## src/rtl/alm_ram.sv

```systemverilog
// ----------------------------------------------------------------------------
// alm_ram
// Generic single-write, single-read RAM with registered read data.
// ----------------------------------------------------------------------------
module alm_ram #(
    parameter int WIDTH = 8,
    parameter int DEPTH = 256
) (
    input  logic                     aclk,
    input  logic                     we,
    input  logic [$clog2(DEPTH)-1:0] waddr,
    input  logic [WIDTH-1:0]         wdata,
    input  logic [$clog2(DEPTH)-1:0] raddr,
    output logic [WIDTH-1:0]         rdata
);

    logic [WIDTH-1:0] mem [DEPTH];

    always_ff @(posedge aclk) begin
        if (we) begin
            mem[waddr] <= wdata;
        end
        rdata <= mem[raddr];
    end

endmodule

```

## config.mk

```make
export PLATFORM = sky130hd
export DESIGN_NAME = alm_ram
export DESIGN_NICKNAME = d
export VERILOG_FILES = /design/src/rtl/alm_ram.sv
export SDC_FILE = /design/constraint.sdc
export NUM_CORES = 2
export LEC_CHECK = 0
export BUFFER_PORTS_ARGS = -buffer_cell sky130_fd_sc_hd__buf_2
export CORE_UTILIZATION = 55
export CTS_BUF_LIST = sky130_fd_sc_hd__clkbuf_8
export CTS_CLUSTER_SIZE = 20
export DETAILED_ROUTE_END_ITERATION = 10
export PLACE_DENSITY_LB_ADDON = 0.25
export SLEW_MARGIN = 20
export SYNTH_ARGS = -nofsm -noshare
export SYNTH_HDL_FRONTEND = slang
export SYNTH_SLANG_ARGS = --single-unit
```

## constraint.sdc

```tcl
create_clock -name aclk -period 2.8 [get_ports aclk]
set_clock_uncertainty 0.15 [all_clocks]
set_input_delay 0.14 -clock aclk [delete_from_list [all_inputs] [get_ports aclk]]
set_output_delay 0.14 -clock aclk [all_outputs]
set_load 0.01 [all_outputs]
```

## Yosys cells after proc, flatten, opt, wreduce, memory -nomap -nowiden

Memory sizes are Yosys's and may differ from the RTL's. A register that Yosys moved wholly into a read port is not among the register bits.
Index checks and enable logic that the tools add are counted.

| storage, ports and cells | value |
|---|---|
| memory bits (writable) | 2048 |
| register bits after elaboration | 0 |
| memories kept | 1 |
| output and inout port bits | 8 |
| input port bits | 26 |
| word-level logic and storage cells | 3 |

| cells by class | value |
|---|---|
| muxes and demuxes | 2 |

Memories:

| name | words | width | rd ports | clocked after memory_dff | write ports | line | RTL |
|---|---|---|---|---|---|---|---|
| mem | 256 | 8 | 1 | 1 | 1 | 17 | `logic [WIDTH-1:0] mem [DEPTH];` |

Operators with widths:

| cell | count |
|---|---|
| 1-bit 2-to-1 mux | 2 |

## Longest topological paths before layout

| depth | value |
|---|---|
| depth after elaboration | 2 |
| gate-level depth with buffers | 11 |
| mapped depth without buffers | 6 |

## Worst setup path after synthesis

No wires, ideal clock.

| timing | value |
|---|---|
| path type | input -> register |
| start | in raddr[0] |
| end | reg rdata[2] (read register of mem) |
| path buffers | 4 |
| setup slack | 572 ps |
| data required time | 2519 ps |
| stages on the path | 9 |
| arrival | 1947 ps |
| setup time | 131 ps |
| cell sequence | buf_6 buf_12 buf_8 buf_2 mux4_2 a22oi_1 a21oi_1 nor4_1 nor4_2 |

RTL lines:

| what | line | RTL |
|---|---|---|
| start: declaration | 13 | `input logic [$clog2(DEPTH)-1:0] raddr,` |
| end: declaration | 14 | `output logic [WIDTH-1:0] rdata` |

==> flow_summary.json <==
{
  "synth.ff_latch_count": 2056,
  "report.final.slew_viol_count": 0,
  "htreeDepth": 5,
  "die_y_um": 382.3,
  "criticalPathCategory": "reg2reg",
  "finalHoldViolations": 0,
  "gr-total-overflow": 0,
  "start_util_pct": 55.45,
  "synth_cell_types": 55,
  "tightest_slew_ns": 1.111,
  "swShare_pct": 22.01,
  "worstReg2RegEnd": "rdata[1]$_DFF_P_",
  "dpl_cell_area_um2": 86100,
  "synth_nets": 3759,
  "leakage_nw": 30.26,
  "syn_inst": 3733,
  "coreArea_um2": 143500,
  "reg2reg_slack_ns": 0.13,
  "timing.final.crit_share_pct": 95.27,
  "required_ns": 3.49,
  "yosysMostFrequentCell": "edfxtp_1",
  "ys_warn_count": 0,
  "grt.total_usage_pct": 27.19,
  "setup_tns_ns": 0,
  "cellPowerDensity_nw_per_um2": 657.4,
  "rsz0062_at_grt": "false",
  "pwr-share-clk_pct": 38.2,
  "antenna_found_initial": 10,
  "drive_above_1_share_pct": 32.01,
  "ys_top_cells_by_area": "edfxtp_1 (77%), mux4_2 (13%), mux2i_1 (1.7%)",
  "avgSynthCellArea_um2": 21.31,
  "end_kind": "flip-flop",
  "p_seq_share_pct": 56.1,
  "cts_made_buffers": 333,
  "cts_root_buffer": "clkbuf_8",
  "multiInputGateArea_um2": 16500,
  "cts_tree": "done",
  "pwr-share-comb_pct": 5.7,
  "drtIter0Drc": 5149,
  "dp_hpwl_um": 126400,
  "hp-start": "raddr[5]",
  "cp.arrival_ns": 3.36,
  "fillers": 9502,
  "power_mw": 60.60,
  "core.rowCount": 139,
  "p_int_mw": 47.26,
  "grt_pass1_wl_um": 284800,
  "fin_util_pct": 64.24,
  "rr_startpoint": "mem[80][1]$_DFFE_PP_",
  "netlist.area_leader.share_pct": 77.30,
  "synthArstFlopShare_pct": 0,
  "viasPerCell": 6.260,
  "ys_seq_area_share_pct": 77.50,
  "register_area_um2": 61660,
  "clock_latency_ns": 1.04,
  "clockBufferDepth": 4,
  "synth_area_um2": 79560,
  "synth_commonest_cells": "edfxtp_1 (2048), mux4_2 (454), nor2_1 (282)",
  "holdPathStages": 6,
  "drtPass1Iterations": 5,
  "die_w_um": 382.3,
  "worstHoldEndpoint": "rdata[6]$_DFF_P_",
  "setup_viol": 0,
  "instances_no_fill": 6642,
  "routed_wl_um": 196200,
  "hold_class": "in2reg",
  "slew_headroom_pct": 25.96,
  "status": "finished clean",
  "startpoint_type": "flip-flop",
  "synth_edf_count": 2048,
  "area_growth_pct": 15.86,
  "clock-sinks": 2056,
  "grt_max_degree": 111,
  "ys.flop_type": "edfxtp_1",
  "period_minus_slack_ns": 2.667,
  "die_area_um2": 146200,
  "power.switching_mw": 13.33,
  "vias": 41580,
  "synth.largest_area_cell": "edfxtp_1",
  "layout.nets": 4538,
  "post_drt_wl_per_cell_um": 29.54,
  "peakVddDrop_mv": 0.5870,
  "route.detailed.drc": 0,
  "clk_pin_slew_ns": 0.06,
  "globalplace.congestion": 0.8895,
  "cts_setup_buffers": 0,
  "cp_max_fo": 1,
  "fmax_mhz": 374.9,
  "antenna_left": 0,
  "r2r_cells": 5,
  "dp_cells": 6054,
  "io_pins": 34,
  "design_area_um2": 92180,
  "grt_pass1_vias": 41823,
  "max-cap-violations": 0,
  "io_buffers": 33
}
[final cells by class]
type                    instances  share of cell area (%)
diodes                          6                 0.01629
clock buffers                 342                   5.107
clock inverters               214                   1.166
inverters                       2                0.008144
multi-input cells            1442                   17.90
flip-flops and latches       2056                   66.89
well taps                    1903                   2.583
repair buffers                677                   6.324
[per-stage QoR]
stage               hold slack [ns]  worst slack (ns)
finish                     0.008895            0.1325
CTS                       0.0006134           0.05066
floorplan                   0.08887            0.5721
global placement             0.4800           -0.3618
global route                0.02624           0.04686
detailed placement           0.4625           -0.4332
[worst max-delay path by stage]
stage	startpoint	to	slack [ns]
floorplan	raddr[0]	rdata[2]$_DFF_P_	0.57
finish	mem[80][1]$_DFFE_PP_	rdata[1]$_DFF_P_	0.13
CTS	mem[9][6]$_DFFE_PP_	rdata[6]$_DFF_P_	0.05
global placement	raddr[0]	rdata[4]$_DFF_P_	-0.36
global route	mem[80][1]$_DFFE_PP_	rdata[1]$_DFF_P_	0.05
detailed placement	raddr[0]	rdata[2]$_DFF_P_	-0.43
[cell families after synthesis]
logic type	Yosys count	synth area share [%]
AND/OR/NAND/NOR	466	2.628
multiplexers	591	14.62
buffers and inverters	235	1.831
AO/OA/AOI/OAI	385	3.419
flip-flops	2056	77.50
[registers in the layout (all words and copies together), names as in the netlist]
register	count
rdata	8
mem	2048
[power groups by stage]
stage               Combinational [mW]  Clock, mW  Sequential (mW)
finish                            3.43       23.2             34.0
CTS                               3.43       23.6             34.0
floorplan                         1.65          0             34.6
global placement                  3.34          0             34.6
global route                      3.59       24.8             34.0
detailed placement                3.39          0             34.6
[metal layers]
metal	part of all wire, %	global-route usage, %	vias up	wire (µm)
met5	0.027	0	-	53
met4	3.0	9.059	8	5900
met3	9.4	5.183	373	18390
met2	48	42.62	2113	94240
met1	40	38.94	21816	77600
li1	-	-	17270	-
[critical path, stage by stage (launching register included)]
cell      delay [ns]
edfxtp_1        0.37
mux4_2          0.50
mux4_2          0.54
nor2b_1         0.17
nor4_1          0.64
nor4_1          0.14
[timing repair]
action                                   CTS  global route
endpoints found under the hold margin   3896             0
endpoints found under the setup margin     2             1
pin swaps                                  0             1
gates resized for setup                    2             1
hold buffers                              27             0
[cells in the final DEF, fill, tap and decap left out, types with 8 or more instances in the layout]
cell type	n
o211ai_1	10
a22oi_1	133
buf_8	9
buf_12	53
dlygate4sd3_1	26
buf_4	566
edfxtp_1	2048
o21ai_0	10
inv_1	100
nand2_1	33
mux2i_1	134
o221ai_1	46
nor3_1	21
nor4_1	23
nor2b_1	28
nor2_1	279
clkbuf_8	343
bufinv_16	8
a21oi_1	96
a221oi_1	13
nand4_1	10
o22ai_1	28
dfxtp_1	8
nand3_1	34
a22o_1	8
nand2b_1	8
mux4_2	454
a211oi_1	15
clkinv_2	33
buf_2	22
clkinv_1	70
Power figures use the tool's default switching activity.
